File: src/clns_pkg.sv
// shared types, constants and the per-command action table of the display sequencer
package clns_pkg;

  // command op codes
  localparam logic [2:0] OP_INIT       = 3'd0;
  localparam logic [2:0] OP_CLEAR      = 3'd1;
  localparam logic [2:0] OP_CHAR       = 3'd2;
  localparam logic [2:0] OP_STRING     = 3'd3;
  localparam logic [2:0] OP_GOTO       = 3'd4;
  localparam logic [2:0] OP_CURSOR_ON  = 3'd5;
  localparam logic [2:0] OP_CURSOR_OFF = 3'd6;

  // configuration register indexes
  localparam logic REG_LINE0_BASE = 1'b0;
  localparam logic REG_LINE1_BASE = 1'b1;

  localparam logic [6:0] LINE0_BASE_RST = 7'd0;
  localparam logic [6:0] LINE1_BASE_RST = 7'd64;

  localparam logic [7:0] CHAR_NEWLINE = 8'h0A;

  // display instruction bytes
  localparam logic [7:0] INSTR_FUNC_SET   = 8'b0010_1000;
  localparam logic [7:0] INSTR_DISP_OFF   = 8'b0000_1000;
  localparam logic [7:0] INSTR_CLEAR      = 8'b0000_0001;
  localparam logic [7:0] INSTR_CURSOR_UL  = 8'b0000_1110;
  localparam logic [7:0] INSTR_ENTRY_MODE = 8'b0000_0110;
  localparam logic [7:0] INSTR_HOME_ADDR  = 8'b1000_0000;
  localparam logic [7:0] INSTR_CURSOR_BLK = 8'b0000_1111;
  localparam logic [7:0] INSTR_CURSOR_OFF = 8'b0000_1100;

  localparam logic [3:0] NIB_WAKE = 4'h3;
  localparam logic [3:0] NIB_4BIT = 4'h2;

  // segment hold times in instruction cycles
  localparam int HOLD_W = 21;
  localparam logic [HOLD_W-1:0] HOLD_SETTLE          = 21'd7000;
  localparam logic [HOLD_W-1:0] HOLD_PULSE           = 21'd100;
  localparam logic [HOLD_W-1:0] HOLD_BYTE_END        = 21'd300;
  localparam logic [HOLD_W-1:0] HOLD_BYTE_END_INIT   = 21'd35300;
  localparam logic [HOLD_W-1:0] HOLD_BYTE_END_CLEAR  = 21'd105300;
  localparam logic [HOLD_W-1:0] HOLD_INIT_PULSE      = 21'd80;
  localparam logic [HOLD_W-1:0] HOLD_INIT_PULSE_END  = 21'd35080;
  localparam logic [HOLD_W-1:0] HOLD_POWERUP         = 21'd1550000;

  localparam int QUEUE_DEPTH = 2;

  typedef struct packed {
    logic [2:0] op;
    logic [7:0] char_code;
    logic [6:0] target_column;
    logic       target_row;
    logic       block_cursor;
  } in_word_t;

  typedef struct packed {
    logic              reg_select;
    logic              enable_pin;
    logic [3:0]        bus_value;
    logic [HOLD_W-1:0] hold_cycles;
    logic              last_segment;
  } out_word_t;

  typedef enum logic [1:0] {
    KIND_INIT,
    KIND_CLEAR,
    KIND_BYTE,
    KIND_NEWLINE
  } cmd_kind_t;

  // classified command as it travels from front to back
  typedef struct packed {
    cmd_kind_t  kind;
    logic       sel;
    logic [7:0] byte_val;
    logic       row;
    logic       set_row;
  } cmd_t;

  typedef enum logic [1:0] {
    ACT_SETTLE,
    ACT_POWERUP,
    ACT_NIBBLE,
    ACT_BYTE
  } act_code_t;

  typedef enum logic [1:0] {
    TAIL_NONE,
    TAIL_INIT,
    TAIL_CLEAR
  } tail_t;

  typedef struct packed {
    act_code_t  code;
    logic [7:0] arg;
    tail_t      tail;
    logic       last;
  } act_t;

  typedef enum logic {
    BK_IDLE,
    BK_RUN
  } back_state_t;

  localparam int PC_W = 4;

  // action list of each command kind, indexed by program step
  function automatic act_t act_decode(cmd_kind_t kind, logic [PC_W-1:0] pc,
                                      logic sel, logic [7:0] byte_val);
    act_t a;
    a.code = ACT_BYTE;
    a.arg  = INSTR_HOME_ADDR;
    a.tail = TAIL_NONE;
    a.last = 1'b1;
    unique case (kind)
      KIND_INIT: begin
        a.last = 1'b0;
        unique case (pc)
          4'd0: begin
            a.code = ACT_POWERUP;
            a.arg  = 8'h00;
          end
          4'd1, 4'd2, 4'd3: begin
            a.code = ACT_NIBBLE;
            a.arg  = {4'h0, NIB_WAKE};
          end
          4'd4: begin
            a.code = ACT_NIBBLE;
            a.arg  = {4'h0, NIB_4BIT};
          end
          4'd5: begin
            a.arg  = INSTR_FUNC_SET;
            a.tail = TAIL_INIT;
          end
          4'd6: begin
            a.arg  = INSTR_DISP_OFF;
            a.tail = TAIL_INIT;
          end
          4'd7: begin
            a.arg  = INSTR_CLEAR;
            a.tail = TAIL_INIT;
          end
          4'd8: begin
            a.arg  = INSTR_CURSOR_UL;
            a.tail = TAIL_INIT;
          end
          4'd9: begin
            a.arg  = INSTR_ENTRY_MODE;
            a.tail = TAIL_INIT;
          end
          4'd10: begin
            a.code = ACT_SETTLE;
            a.arg  = 8'h00;
          end
          4'd11: begin
            a.arg  = INSTR_CLEAR;
            a.tail = TAIL_CLEAR;
          end
          default: begin
            a.arg  = INSTR_HOME_ADDR;
            a.last = 1'b1;
          end
        endcase
      end
      KIND_CLEAR: begin
        a.last = 1'b0;
        unique case (pc)
          4'd0: begin
            a.code = ACT_SETTLE;
            a.arg  = 8'h00;
          end
          4'd1: begin
            a.arg  = INSTR_CLEAR;
            a.tail = TAIL_CLEAR;
          end
          default: begin
            a.arg  = INSTR_HOME_ADDR;
            a.last = 1'b1;
          end
        endcase
      end
      KIND_BYTE: begin
        if (pc == 4'd0) begin
          a.code = ACT_SETTLE;
          a.arg  = {7'd0, sel};
          a.last = 1'b0;
        end else begin
          a.arg  = byte_val;
        end
      end
      KIND_NEWLINE: begin
        unique case (pc)
          4'd0: begin
            a.code = ACT_SETTLE;
            a.arg  = 8'h01;
            a.last = 1'b0;
          end
          4'd1: begin
            a.code = ACT_SETTLE;
            a.arg  = 8'h00;
            a.last = 1'b0;
          end
          4'd2: begin
            a.arg  = byte_val;
            a.last = 1'b0;
          end
          default: begin
            a.code = ACT_SETTLE;
            a.arg  = 8'h01;
          end
        endcase
      end
    endcase
    return a;
  endfunction

endpackage

File: src/clns_front.sv
// front end: takes command words and classifies them into queue entries
module clns_front (
  input  logic                 in_valid,
  output logic                 in_ready,
  input  clns_pkg::in_word_t   in_data,
  input  logic [6:0]           line0_base,
  input  logic [6:0]           line1_base,
  input  logic                 q_full,
  output logic                 q_push,
  output clns_pkg::cmd_t       q_push_data
);

  logic [6:0] base;
  logic [6:0] addr;
  logic       known;

  assign in_ready = !q_full;
  assign base     = in_data.target_row ? line1_base : line0_base;
  assign addr     = in_data.target_column + base;

  always_comb begin
    known                = 1'b1;
    q_push_data.kind     = clns_pkg::KIND_BYTE;
    q_push_data.sel      = 1'b0;
    q_push_data.byte_val = in_data.char_code;
    q_push_data.row      = in_data.target_row;
    q_push_data.set_row  = 1'b0;
    unique case (in_data.op)
      clns_pkg::OP_INIT:  q_push_data.kind = clns_pkg::KIND_INIT;
      clns_pkg::OP_CLEAR: q_push_data.kind = clns_pkg::KIND_CLEAR;
      clns_pkg::OP_CHAR:  q_push_data.sel  = 1'b1;
      clns_pkg::OP_STRING: begin
        q_push_data.sel = 1'b1;
        if (in_data.char_code == clns_pkg::CHAR_NEWLINE) begin
          q_push_data.kind = clns_pkg::KIND_NEWLINE;
        end
      end
      clns_pkg::OP_GOTO: begin
        q_push_data.byte_val = {1'b1, addr};
        q_push_data.set_row  = 1'b1;
      end
      clns_pkg::OP_CURSOR_ON: begin
        q_push_data.byte_val = in_data.block_cursor ? clns_pkg::INSTR_CURSOR_BLK
                                                    : clns_pkg::INSTR_CURSOR_UL;
      end
      clns_pkg::OP_CURSOR_OFF: q_push_data.byte_val = clns_pkg::INSTR_CURSOR_OFF;
      default: known = 1'b0;
    endcase
  end

  // undefined op is swallowed here
  assign q_push = in_valid && in_ready && known;

endmodule

File: src/clns_queue.sv
// small command queue between the front and back ends
module clns_queue #(
  parameter int DEPTH = clns_pkg::QUEUE_DEPTH
) (
  input  logic            clk,
  input  logic            rst_n,
  input  logic            push,
  input  clns_pkg::cmd_t  push_data,
  input  logic            pop,
  output logic            full,
  output logic            not_empty,
  output clns_pkg::cmd_t  pop_data
);

  localparam int AW = (DEPTH > 1) ? $clog2(DEPTH) : 1;
  localparam int CW = $clog2(DEPTH + 1);

  clns_pkg::cmd_t mem_r [DEPTH];
  logic [AW-1:0]  wr_ptr_r, wr_ptr_nxt;
  logic [AW-1:0]  rd_ptr_r, rd_ptr_nxt;
  logic [CW-1:0]  count_r, count_nxt;

  assign full      = (count_r == CW'(DEPTH));
  assign not_empty = (count_r != '0);
  assign pop_data  = mem_r[rd_ptr_r];

  always_comb begin
    wr_ptr_nxt = wr_ptr_r;
    rd_ptr_nxt = rd_ptr_r;
    count_nxt  = count_r;
    if (push) begin
      wr_ptr_nxt = (wr_ptr_r == AW'(DEPTH - 1)) ? '0 : wr_ptr_r + 1'b1;
    end
    if (pop) begin
      rd_ptr_nxt = (rd_ptr_r == AW'(DEPTH - 1)) ? '0 : rd_ptr_r + 1'b1;
    end
    if (push && !pop) begin
      count_nxt = count_r + 1'b1;
    end else if (pop && !push) begin
      count_nxt = count_r - 1'b1;
    end
  end

  always_ff @(posedge clk) begin
    if (!rst_n) begin
      wr_ptr_r <= '0;
      rd_ptr_r <= '0;
      count_r  <= '0;
    end else begin
      wr_ptr_r <= wr_ptr_nxt;
      rd_ptr_r <= rd_ptr_nxt;
      count_r  <= count_nxt;
    end
  end

  always_ff @(posedge clk) begin
    if (push) begin
      mem_r[wr_ptr_r] <= push_data;
    end
  end

endmodule

File: src/clns_back.sv
// back end: walks each command's action list and emits timed pin segments
module clns_back (
  input  logic                 clk,
  input  logic                 rst_n,
  input  logic                 q_not_empty,
  input  clns_pkg::cmd_t       q_pop_data,
  output logic                 q_pop,
  input  logic [6:0]           line0_base,
  input  logic [6:0]           line1_base,
  output logic                 out_valid,
  input  logic                 out_ready,
  output clns_pkg::out_word_t  out_data
);

  clns_pkg::back_state_t       state_r, state_nxt;
  clns_pkg::cmd_t              cmd_r, cmd_nxt;
  logic [clns_pkg::PC_W-1:0]   pc_r, pc_nxt;
  logic [1:0]                  seg_r, seg_nxt;
  logic                        select_r, select_nxt;
  logic [3:0]                  nibble_r, nibble_nxt;
  logic                        row_r, row_nxt;
  logic                        out_valid_r, out_valid_nxt;
  clns_pkg::out_word_t         out_word_r, out_word_nxt;

  clns_pkg::act_t              act;
  clns_pkg::out_word_t         word;
  logic                        emit;
  logic                        step_done;
  logic                        slot_free;
  logic                        go;
  logic                        finish;
  logic [clns_pkg::HOLD_W-1:0] byte_end_hold;

  assign act       = clns_pkg::act_decode(cmd_r.kind, pc_r, cmd_r.sel, cmd_r.byte_val);
  assign slot_free = !out_valid_r || out_ready;
  assign go        = (state_r == clns_pkg::BK_RUN) && slot_free;
  assign finish    = go && act.last && step_done;
  assign q_pop     = (state_r == clns_pkg::BK_IDLE) && q_not_empty;

  always_comb begin
    unique case (act.tail)
      clns_pkg::TAIL_INIT:  byte_end_hold = clns_pkg::HOLD_BYTE_END_INIT;
      clns_pkg::TAIL_CLEAR: byte_end_hold = clns_pkg::HOLD_BYTE_END_CLEAR;
      default:              byte_end_hold = clns_pkg::HOLD_BYTE_END;
    endcase
  end

  // segment for the current action step
  always_comb begin
    emit              = 1'b1;
    step_done         = 1'b1;
    word.reg_select   = select_r;
    word.enable_pin   = 1'b0;
    word.bus_value    = nibble_r;
    word.hold_cycles  = clns_pkg::HOLD_SETTLE;
    unique case (act.code)
      clns_pkg::ACT_SETTLE: begin
        emit            = (select_r != act.arg[0]);
        word.reg_select = act.arg[0];
      end
      clns_pkg::ACT_POWERUP: begin
        word.reg_select  = 1'b0;
        word.bus_value   = 4'h0;
        word.hold_cycles = clns_pkg::HOLD_POWERUP;
      end
      clns_pkg::ACT_NIBBLE: begin
        step_done        = seg_r[0];
        word.enable_pin  = !seg_r[0];
        word.bus_value   = act.arg[3:0];
        word.hold_cycles = seg_r[0] ? clns_pkg::HOLD_INIT_PULSE_END
                                    : clns_pkg::HOLD_INIT_PULSE;
      end
      clns_pkg::ACT_BYTE: begin
        step_done        = (seg_r == 2'd3);
        word.enable_pin  = !seg_r[0];
        word.bus_value   = seg_r[1] ? act.arg[3:0] : act.arg[7:4];
        word.hold_cycles = (seg_r == 2'd3) ? byte_end_hold : clns_pkg::HOLD_PULSE;
      end
    endcase
    word.last_segment = act.last && step_done;
  end

  // next state
  always_comb begin
    state_nxt = state_r;
    unique case (state_r)
      clns_pkg::BK_IDLE: if (q_not_empty) state_nxt = clns_pkg::BK_RUN;
      clns_pkg::BK_RUN:  if (finish) state_nxt = clns_pkg::BK_IDLE;
    endcase
  end

  // datapath and output register
  always_comb begin
    cmd_nxt       = cmd_r;
    pc_nxt        = pc_r;
    seg_nxt       = seg_r;
    select_nxt    = select_r;
    nibble_nxt    = nibble_r;
    row_nxt       = row_r;
    out_word_nxt  = out_word_r;
    out_valid_nxt = out_valid_r && !out_ready;
    if (q_pop) begin
      cmd_nxt = q_pop_data;
      pc_nxt  = '0;
      seg_nxt = '0;
      unique case (q_pop_data.kind)
        clns_pkg::KIND_INIT, clns_pkg::KIND_CLEAR: row_nxt = 1'b0;
        clns_pkg::KIND_BYTE: if (q_pop_data.set_row) row_nxt = q_pop_data.row;
        clns_pkg::KIND_NEWLINE: begin
          row_nxt          = !row_r;
          cmd_nxt.byte_val = {1'b1, row_r ? line0_base : line1_base};
        end
      endcase
    end
    if (go) begin
      if (emit) begin
        out_valid_nxt = 1'b1;
        out_word_nxt  = word;
        nibble_nxt    = word.bus_value;
        select_nxt    = word.reg_select;
      end
      if (step_done) begin
        pc_nxt  = pc_r + 1'b1;
        seg_nxt = '0;
      end else begin
        seg_nxt = seg_r + 1'b1;
      end
    end
  end

  always_ff @(posedge clk) begin
    if (!rst_n) begin
      state_r     <= clns_pkg::BK_IDLE;
      select_r    <= 1'b0;
      nibble_r    <= 4'h0;
      row_r       <= 1'b0;
      out_valid_r <= 1'b0;
      pc_r        <= '0;
      seg_r       <= '0;
    end else begin
      state_r     <= state_nxt;
      select_r    <= select_nxt;
      nibble_r    <= nibble_nxt;
      row_r       <= row_nxt;
      out_valid_r <= out_valid_nxt;
      pc_r        <= pc_nxt;
      seg_r       <= seg_nxt;
    end
  end

  always_ff @(posedge clk) begin
    cmd_r      <= cmd_nxt;
    out_word_r <= out_word_nxt;
  end

  assign out_valid = out_valid_r;
  assign out_data  = out_word_r;

endmodule

File: src/char_lcd_nibble_sequencer.sv
// top level of the 4-bit character display sequencer
//
//   port group  dir  handshake            carries
//   in_         in   in_valid/in_ready    one command word (clns_pkg::in_word_t)
//   out_        out  out_valid/out_ready  one pin segment word (clns_pkg::out_word_t)
//   cfg_        in   cfg_we               row base address, cfg_index selects the row
//
// a command passes through the queue and is popped in the back end's load step,
// then the action walker emits one segment per cycle while out_ready does not
// stall it; a settle step that is skipped because register select already has
// the wanted level still takes a walker step but emits no segment
// a stalled out_ready holds the segment register and the walker; the front end
// keeps taking words until the queue is full
// reset is synchronous and needs no clearing pass
module char_lcd_nibble_sequencer #(
  parameter int QUEUE_DEPTH = clns_pkg::QUEUE_DEPTH
) (
  input  logic                 clk,
  input  logic                 rst_n,
  input  logic                 in_valid,
  output logic                 in_ready,
  input  clns_pkg::in_word_t   in_data,
  output logic                 out_valid,
  input  logic                 out_ready,
  output clns_pkg::out_word_t  out_data,
  input  logic                 cfg_we,
  input  logic                 cfg_index,
  input  logic [6:0]           cfg_data
);

  // row base address registers
  logic [6:0] line0_base_r, line0_base_nxt;
  logic [6:0] line1_base_r, line1_base_nxt;

  // front to queue
  logic           q_push;
  clns_pkg::cmd_t q_push_data;
  logic           q_full;

  // queue to back
  logic           q_pop;
  logic           q_not_empty;
  clns_pkg::cmd_t q_pop_data;

  always_comb begin
    line0_base_nxt = line0_base_r;
    line1_base_nxt = line1_base_r;
    if (cfg_we) begin
      unique case (cfg_index)
        clns_pkg::REG_LINE0_BASE: line0_base_nxt = cfg_data;
        clns_pkg::REG_LINE1_BASE: line1_base_nxt = cfg_data;
      endcase
    end
  end

  always_ff @(posedge clk) begin
    if (!rst_n) begin
      line0_base_r <= clns_pkg::LINE0_BASE_RST;
      line1_base_r <= clns_pkg::LINE1_BASE_RST;
    end else begin
      line0_base_r <= line0_base_nxt;
      line1_base_r <= line1_base_nxt;
    end
  end

  // classify: goto address is formed here, undefined ops are dropped
  clns_front u_front (
    .in_valid    (in_valid),
    .in_ready    (in_ready),
    .in_data     (in_data),
    .line0_base  (line0_base_r),
    .line1_base  (line1_base_r),
    .q_full      (q_full),
    .q_push      (q_push),
    .q_push_data (q_push_data)
  );

  // decouples command intake from the slow segment stream
  clns_queue #(
    .DEPTH (QUEUE_DEPTH)
  ) u_queue (
    .clk       (clk),
    .rst_n     (rst_n),
    .push      (q_push),
    .push_data (q_push_data),
    .pop       (q_pop),
    .full      (q_full),
    .not_empty (q_not_empty),
    .pop_data  (q_pop_data)
  );

  // owns register select, held nibble and cursor row
  clns_back u_back (
    .clk         (clk),
    .rst_n       (rst_n),
    .q_not_empty (q_not_empty),
    .q_pop_data  (q_pop_data),
    .q_pop       (q_pop),
    .line0_base  (line0_base_r),
    .line1_base  (line1_base_r),
    .out_valid   (out_valid),
    .out_ready   (out_ready),
    .out_data    (out_data)
  );

endmodule

File: config.mk
export PLATFORM = sky130hd
export DESIGN_NAME = char_lcd_nibble_sequencer
export DESIGN_NICKNAME = d
export VERILOG_FILES = /design/src/clns_pkg.sv /design/src/clns_front.sv /design/src/clns_queue.sv /design/src/clns_back.sv /design/src/char_lcd_nibble_sequencer.sv
export SDC_FILE = /design/constraint.sdc
export NUM_CORES = 1
export LEC_CHECK = 0
export ABC_CLOCK_PERIOD_IN_PS = 2900
export BUFFER_PORTS_ARGS = -buffer_cell sky130_fd_sc_hd__buf_4
export CORE_MARGIN = 2
export CORE_UTILIZATION = 25
export DETAILED_ROUTE_END_ITERATION = 12
export GPL_ROUTABILITY_DRIVEN = 0
export SLEW_MARGIN = 10
export SYNTH_ARGS = -nofsm -noshare
export SYNTH_HDL_FRONTEND = slang
export SYNTH_SLANG_ARGS = --single-unit
export TNS_END_PERCENT = 5
File: constraint.sdc
create_clock -name clk -period 2.9 [get_ports clk]
set_input_delay 0.29 -clock clk [delete_from_list [all_inputs] [get_ports clk]]
set_output_delay 0.29 -clock clk [all_outputs]
set_load 0.01 [all_outputs]
; Word level (Yosys, flattened, before mapping)
; Memories as Yosys holds them, arrays and structs flattened. A register that Yosys moved wholly into a read port is not among the register bits.
; Index checks and enable logic that the tools add are counted.
[classes]
addsub = 7
n_eq_ne = 33
mux = 55
bitwise = 2
reduce_logical = 42
[op_table]
columns = operator, count
row1 = one-hot mux 25 bit (3 select lines), 1
row2 = one-hot mux 8 bit (8 select lines), 1
row3 = one-hot mux 10 bit (4 select lines), 1
row4 = one-hot mux 17 bit (2 select lines), 1
row5 = one-hot mux 8 bit (2 select lines), 2
row6 = one-hot mux 8 bit (3 select lines), 1
row7 = two-way mux 1 bit, 21
row8 = two-way mux 7 bit, 3
row9 = equality test 2 bit (second input constant), 9
row10 = two-way mux 17 bit, 1
row11 = equality test 4 x 3 -> 1 bit (second input constant), 4
row12 = equality test 4 bit (second input constant), 4
row13 = two-way mux 16 bit, 1
row14 = two-way mux 2 bit, 8
row15 = two-way mux 4 bit, 4
row16 = one-hot mux 2 bit (3 select lines), 2
row17 = OR reduction 12 bit, 1
row18 = OR reduction 2 bit, 6
row19 = logical AND 1 bit, 10
row20 = equality test 3 bit (second input constant), 3
row21 = equality test 2 x 1 -> 1 bit (second input constant), 4
row22 = equality test 4 x 2 -> 1 bit (second input constant), 2
row23 = equality test 8 x 4 -> 1 bit (second input constant), 1
row24 = two-way mux 8 bit, 1
row25 = 26 further kinds, 47
[word_totals]
ff_bits = 71
ram_bits = 26
inputBits = 33
out_inout_bits = 30
elab_cells = 161
mem_count = 1
[mem_list]
columns = memory, depth, width, rd, rd_clocked_by_memory_dff, wr, line_no
row1 = u_queue.mem_r, 2, 13, 1, 1, 1, clns_queue.sv:18  ; clns_pkg::cmd_t mem_r [DEPTH];

; Logic depth before layout (Yosys ltp)
; Gate-level depths: netlist of run 1.
[logic_depth]
ltp_word = 9
ltp_mapped = 11
mapped_depth_nobuf = 10

; By module
; A second synthesis of run 1 with hierarchy kept.
[hier_totals]
hier_cells = 454
hier_area_um2 = 4822.1
[by_module_without_submodules]
columns = module, instances, cells_each, area_per_inst_um2, seq_area_each_um2
row1 = clns_back, 1, 274, 2647.5, 1211.2
row2 = clns_queue, 1, 62, 1153.6, 880.8
row3 = char_lcd_nibble_sequencer, 1, 56, 543.0, 280.3
row4 = clns_front, 1, 62, 478.0, 0.0

; Worst setup path after synthesis of run 1
; No wires, ideal clock.
[synth_path]
kind = input-to-reg
from = input in_data[1] (netlist name)
to = memory u_queue.mem_r[0][8] (netlist name) (data pin)
setup_ps = 260
arrival_ps = 2370
t_required_ps = 2640
path_slack_ps = 270
cell_stages = 10
n_path_buf = 1
path_cell_list = clkbuf_1 -> mux2_2 -> ha_1 -> fa_1 -> a21o_1 -> a21oi_1 -> o21bai_1 -> a21oi_1 -> xnor2_1 -> a22o_1
[synth_lines]
columns = element, line_no
row1 = start: declaration, char_lcd_nibble_sequencer.sv:22  ; input clns_pkg::in_word_t in_data,
row2 = end: declaration, clns_queue.sv:18

==> out/qor.txt, run 1 <==
Antenna diodes -> 0
GR Overflow Total -> 0
Vias in the first global route -> 3508
CP max stage cell -> or3b_1
Final Hold Fails -> 0
P_leak -> 2.21 nW
CTS H-tree lvls -> 3
Largest net degree at the start of global routing -> 26
Synthesized area -> 0.00474 mm^2
Synth Area per Inst -> 10.4 um^2
Status -> complete, no violations
Detailed placement HPWL -> 8410 um
Setup crit end kind -> flip-flop
CP top delay family -> simple AND/OR/NAND/NOR gates
Slew Viols, Final -> 0
Maxcap violations -> 0
CP arrival -> 2880 ps
RSZ-0062 raised after global routing -> false
Via density -> 4.80
Max stage delay on crit path -> 440 ps
CTS Buf Count -> 9
Final Non-Filler Cells -> 745
Crit path cell chain -> inv_1, ha_1, or3b_1, a2bb2oi_2, nand2_1, a311o_1, mux2i_1, nor2_1
Wirelength per Cell -> 15.1 um
Reg-to-reg slack, setup -> 250 ps
Post-synth EDFFs -> 57
Die area -> 0.0201 mm^2
PostCTS Resize Cnt -> 0
TritonRoute pass-1 iters -> 5
CTS tree -> done
CP max FO -> 11
Distinct cells, synth -> 72
Global-route wire length before repair -> 17700 um
Post-CTS Hold Fix Bufs -> 0
Clk pin slew, worst setup/hold paths -> 60 ps
I/O pin total -> 63
Period utilization -> 91.4%
Startpoint Class -> flip-flop
Ys async rst share -> 0%
Max IR drop VDD -> 346 uV
Clk_lat worst skew -> 350 ps
CTS root buffer -> clkbuf_16
Total power per unit cell area -> 966 mW/mm^2
Worst setup path class -> reg -> reg
Die width -> 142 um
Syn Inst Count -> 455
Fin nets -> 554
Port Buf Inserts -> 58
Synth warnings -> 0
Post-Route Skew -> 11.3 ps
Max clock buf depth -> 2
Routed Antenna Nets -> 0
Fraction of layout cells with a size suffix above 1 -> 20.2%
Final setup violation count -> 0
Area growth syn-to-layout -> 20.0%
Via count -> 3579
Fmax -> 0.377 GHz
DRC viols -> 0
Worst Path Required -> 3130 ps
WL final -> 11300 um
Core area -> 0.0186 mm^2
Rel. slew slack -> 49.2%
Post-CTS setup buffers -> 0
Storage element area -> 0.00237 mm^2
Overall Global Routing Usage -> 11.4%
Clock Sinks -> 90
Slew @ Worst Pin -> 760 ps
Hold crit path type -> in -> reg
Sequential area share after synthesis -> 50.0%
Multi-input gate area -> 0.00213 mm^2
Initial antenna violation count -> 0
Initial Util -> 25.4%
Die height -> 142 um
Main synth FF type -> edfxtp_1
Inst Count DP -> 729
Setup TNS Final -> 0 ps
WP buf/inv -> 1
Fillers -> 1909
Fin crit period -> 2650 ps
Placement row count -> 50
DR iter-0 viols -> 273
Yosys reg bits -> 90
-- cell type report --
cell class,instances,share of cell area [%]
Timing Repair Buffer,68,9.18
Clock inverter,5,0.945
Inverter,25,1.67
Sequential cell,90,41.7
Multi-Input combinational cell,312,37.3
Clock buffer,11,4.09
Tap cell,234,5.14
-- cell families (layout without fill, tap and decap cells) --
| logic type | count (synthesis) | after routing | share of synthesized area (%) |
|---|---|---|---|
| and+or+nand+nor | 134 | 134 | 14.4 |
| AOI/OAI and AO/OA | 116 | 116 | 17.1 |
| DFF | 90 | 90 | 50.0 |
| buffers and inverters | 56 | 109 | 5.43 |
| muxes | 31 | 31 | 6.72 |
| adders and majority gates | 15 | 15 | 4.11 |
| xor gates and xnor gates | 12 | 12 | 2.22 |
| other | 1 | 4 | 0.0790 |
-- stage by stage --
step / power (mW) / setup slack, ps / utilization (%) / area (um^2) / hold WS (ps)
floorplan: 3.58 / 270 / - / 4760 / 389
global placement: 4.30 / 346 / 29.0 / 5410 / 464
detailed placement: 4.37 / 266 / 29.0 / 5410 / 464
CTS: 5.53 / 263 / 30.6 / 5700 / 186
global route: 5.84 / 56.8 / 30.6 / 5700 / 199
finish: 5.50 / 249 / 30.6 / 5700 / 194
-- synthesized netlist by cell type, types with 2 or more instances --
cell type,count,area share (%)
a22o_1,5,0.92
o21a_1,2,0.32
nand3b_1,2,0.32
xor2_1,4,0.74
mux2_2,7,1.7
or2_0,2,0.26
nor2_1,33,2.6
o21ai_1,2,0.21
buf_2,6,0.63
nor3_1,2,0.21
nand3_1,21,2.2
ha_1,14,3.7
a31oi_1,2,0.26
or3b_1,2,0.37
o22ai_1,3,0.40
a21oi_1,38,4.0
or3_1,2,0.26
or4_1,2,0.32
dfxtp_1,33,14
o21bai_1,3,0.47
and3_1,4,0.53
o211ai_1,3,0.47
buf_4,8,1.3
o221ai_1,2,0.37
mux2i_1,24,5.1
edfxtp_1,57,36
nand2b_1,8,1.1
nand2_1,29,2.3
a221oi_1,3,0.55
xnor2_1,8,1.5
a211oi_1,8,1.3
nor2b_1,14,1.8
inv_1,23,1.8
and2_1,2,0.26
or2_2,3,0.40
o31ai_1,4,0.63
o21ai_0,15,1.6
a32o_1,3,0.63
a21o_1,6,0.95
clkbuf_1,14,1.1
-- worst paths after layout --
kind,depth (start not counted),to,startpoint
setup / recovery,8,u_back.nibble_r[0],u_back.pc_r[0]
hold / removal,3,line0_base_r[3],cfg_data[3]
setup reg to reg,8,u_back.nibble_r[0],u_back.pc_r[0]
hold reg to reg,2,line1_base_r[2],line1_base_r[2]
-- cells in the final DEF, fill, tap and decap left out, types with 4 or more instances in the layout --
master and n:
buf_4 67, a21o_1 6, mux2_2 7, dfxtp_1 33, a211oi_1 8, o21ai_0 15
mux2i_1 24, conb_1 4, ha_1 14, o31ai_1 4, edfxtp_1 57, nor2_1 33
nor2b_1 14, xnor2_1 8, nand3_1 21, xor2_1 4, clkbuf_16 9, and3_1 4
a21oi_1 38, a22o_1 5, inv_1 23, nand2b_1 8, nand2_1 29
-- worst min-delay path, stage by stage --
cell and delay, ps:
buf_4 90, mux2i_1 60, nor2_1 70
-- registers in the layout, summed over array words and instances, names as in the netlist, 2 cells and up, named ones only --
signal / count
u_back.nibble_r: 4
u_back.cmd_r: 11
line1_base_r: 7
u_back.seg_r: 2
u_back.out_data: 20
line0_base_r: 7
u_queue.count_r: 2
u_back.pc_r: 4
u_queue.mem_r: 26
-- report_power, final --
part           internal (mW)  leakage, nW  total (mW)  switching [mW]
clock network          0.668        0.142        1.15           0.486
logic                  0.916         1.26        2.21            1.29
registers               1.91        0.802        2.14           0.232
total                   3.49         2.21        5.50            2.01
-- per-layer routing --
layer  global-route usage (%)  up-vias  share of wire (%)
met5                        0        -                  0
met1                     13.8     1700                 45
li1                         -     1751                  -
met2                     19.3      113                 48
met4                     4.32        0                1.6
met3                     3.00       15                5.9
Power figures use the tool's default switching activity.
==> run 2, diff against run 1 <==
- BUFFER_PORTS_ARGS: -buffer_cell sky130_fd_sc_hd__buf_4 -> unset
- DONT_BUFFER_PORTS: unset -> 1
- PLACE_DENSITY: unset -> 0.5
==> run 2 against run 1 <==
  * Non-clock buffer count decreased by 60
  * Sequential power increased by 5%
  * Sequential cell count unchanged
  * Worst setup slack improved by 66 ps
  * Fmax increased by 2.5%
  * Global-route usage about the same
  * Routed wire length decreased by 3.2%
  * Cell count decreased by 8.1%
  * Critical path type unchanged
  * Clock skew decreased by 3.0 ps
  * Core utilization decreased by 2.1 points
  * Combinational power decreased by 19%
==> out/qor.txt, run 2 (synthesized netlist as in run 1, its figures left out) <==
Rel. slew slack -> 38.9% (-10 points)
Maxcap violations -> 0 (unchanged)
Worst Path Required -> 3130 ps (about the same)
Commonest non-fill, non-tap cell in the layout -> edfxtp_1
Die width -> 142 um (unchanged)
Place WS -> 295 ps (+29.4 ps)
Final setup violation count -> 0 (unchanged)
Fin crit period -> 2580 ps (-65.7 ps)
Max IR drop VDD -> 378 uV (+9.5%)
Power share of the combinational group -> 33.4% (-6.7 points)
Largest net degree at the start of global routing -> 28 (+7.7%)
Port Buf Inserts -> 0 (-100%)
Max FFs per register -> 26 (unchanged)
Worst setup path class -> reg -> reg
Initial antenna violation count -> 0 (unchanged)
Wirelength per Cell -> 15.9 um (+5.3%)
DRC viols -> 0 (unchanged)
Setup TNS Final -> 0 ps (unchanged)
Switching power -> 1.97 mW (-1.8%)
Internal -> 3.35 mW (-4.0%)
Clock Sinks -> 90 (unchanged)
Post-DP Area -> 0.00495 mm^2 (-8.5%)
GR Overflow Total -> 0 (unchanged)
Slew Viols, Final -> 0 (unchanged)
Register with the most flip-flops -> u_queue.mem_r
Antenna diodes -> 0 (unchanged)
Fmax -> 0.387 GHz (+2.5%)
Overall Global Routing Usage -> 11.3% (-0.035 points)
Final Non-Filler Cells -> 685 (-8.1%)
Fin nets -> 494 (-11%)
Routed Antenna Nets -> 0 (unchanged)
P_leak -> 1.94 nW (-12%)
Sequential Power Share -> 42.3% (+3.4 points)
Total power per unit cell area -> 1010 mW/mm^2 (+4.0%)
Die area -> 0.0201 mm^2 (unchanged)
Max clock buf depth -> 2 (unchanged)
Status -> complete, no violations
Clk_lat worst skew -> 350 ps (about the same)
Global-route wire length before repair -> 17700 um (-0.15%)
Finished Cell Area -> 0.00530 mm^2 (-6.9%)
Final core occ -> 28.4% (-2.1 points)
CTS H-tree lvls -> 3 (unchanged)
Area growth syn-to-layout -> 11.7%
Worst setup margin -> 315 ps (+65.7 ps)
Startpoint Class -> flip-flop
CP arrival -> 2820 ps (-60 ps)
Period utilization -> 89.1% (-2.3 points)
Post-Route Skew -> 8.34 ps (-2.99 ps)
I/O pin total -> 63 (unchanged)
Placement row count -> 50 (unchanged)
CTS Buf Count -> 9 (unchanged)
Post-CTS setup buffers -> 0 (unchanged)
Most frequent cells in the layout -> edfxtp_1, a21oi_1, nor2_1, dfxtp_1, nand2_1
Clk pin slew, worst setup/hold paths -> 70 ps (about the same)
Initial Util -> 25.4% (unchanged)
TritonRoute pass-1 iters -> 4 (-1)
Detailed placement HPWL -> 8130 um (-3.4%)
Slew @ Worst Pin -> 914 ps (+154 ps)
CTS root buffer -> clkbuf_16
Via count -> 3316 (-7.3%)
Core area -> 0.0186 mm^2 (unchanged)
CP max FO -> 11 (unchanged)
Vias in the first global route -> 3429 (-2.3%)
CTS tree -> done
Hold crit path type -> in -> reg
Clock power share -> 24.4% (+3.4 points)
Tot Pwr -> 5.33 mW (-3.2%)
Inst Count DP -> 668 (-8.4%)
Worst hold slack -> 30.5 ps (-164 ps)
Via density -> 4.84 (+0.77%)
Fraction of layout cells with a size suffix above 1 -> 10.2% (-10 points)
RSZ-0062 raised after global routing -> false
Die height -> 142 um (unchanged)
WL final -> 10900 um (-3.2%)
Final Hold Fails -> 0 (unchanged)
Setup crit end kind -> flip-flop
Switching share of total power -> 37.0% (+0.52 points)
DR iter-0 viols -> 227 (-17%)
run 2: layout make-up:
| type | instances | area (um^2) |
|---|---|---|
| fillers | 1931 | 13300 |
| flip-flops and latches | 90 | 2370 |
| multi-input cells | 312 | 2130 |
| well taps | 234 | 293 |
| clock buffers | 9 | 225 |
| clock inverters | 7 | 109 |
| inverters | 25 | 95.1 |
| repair buffers | 8 | 75.1 |
run 2: path summary, 6_finish.rpt:
kind	slack, ps	cells past startpoint	end	startpoint
worst min register to register	480	2	line1_base_r[0]	line1_base_r[0]
worst max register to register	320	8	u_back.nibble_r[0]	u_back.pc_r[0]
worst min-delay path	30	0	u_queue.mem_r[0][1]	in_data[1]
worst max-delay path	320	8	u_back.nibble_r[0]	u_back.pc_r[0]
run 2: critical path, cell delays in order, from the launching register on:
cell,delay (ps)
dfxtp_1,420
inv_1,90
ha_1,330
nor3_1,460
a221o_1,280
nand2_1,270
a311o_1,420
mux2i_1,130
nor2_1,50
run 2: what timing repair did:
item | 4_1_cts | 5_1_grt
resized for setup | 0 | 1
hold buffers | 1 | 0
hold endpoints to repair | 1 | 0
endpoints found under the setup margin | 0 | 1
run 2: power by group through the flow:
stage / combinational (mW) / clock (mW) / sequential (mW)
floorplan: 1.44 / 0 / 2.14
global placement: 1.75 / 0 / 2.29
detailed placement: 1.79 / 0 / 2.29
CTS: 1.80 / 1.33 / 2.26
global route: 1.99 / 1.38 / 2.31
finish: 1.78 / 1.30 / 2.25
run 2: routing by layer:
layer  vias to the layer above  routed length [um]  global-route usage (%)  share of wire [%]
li1                       1631                   -                       -                  -
met1                      1564                4730                    13.5                 43
met2                       103                5120                    18.3                 47
met3                        18                 816                    4.83                7.5
met4                         0                 225                    4.00                2.1
met5                         -                   0                       0                  0
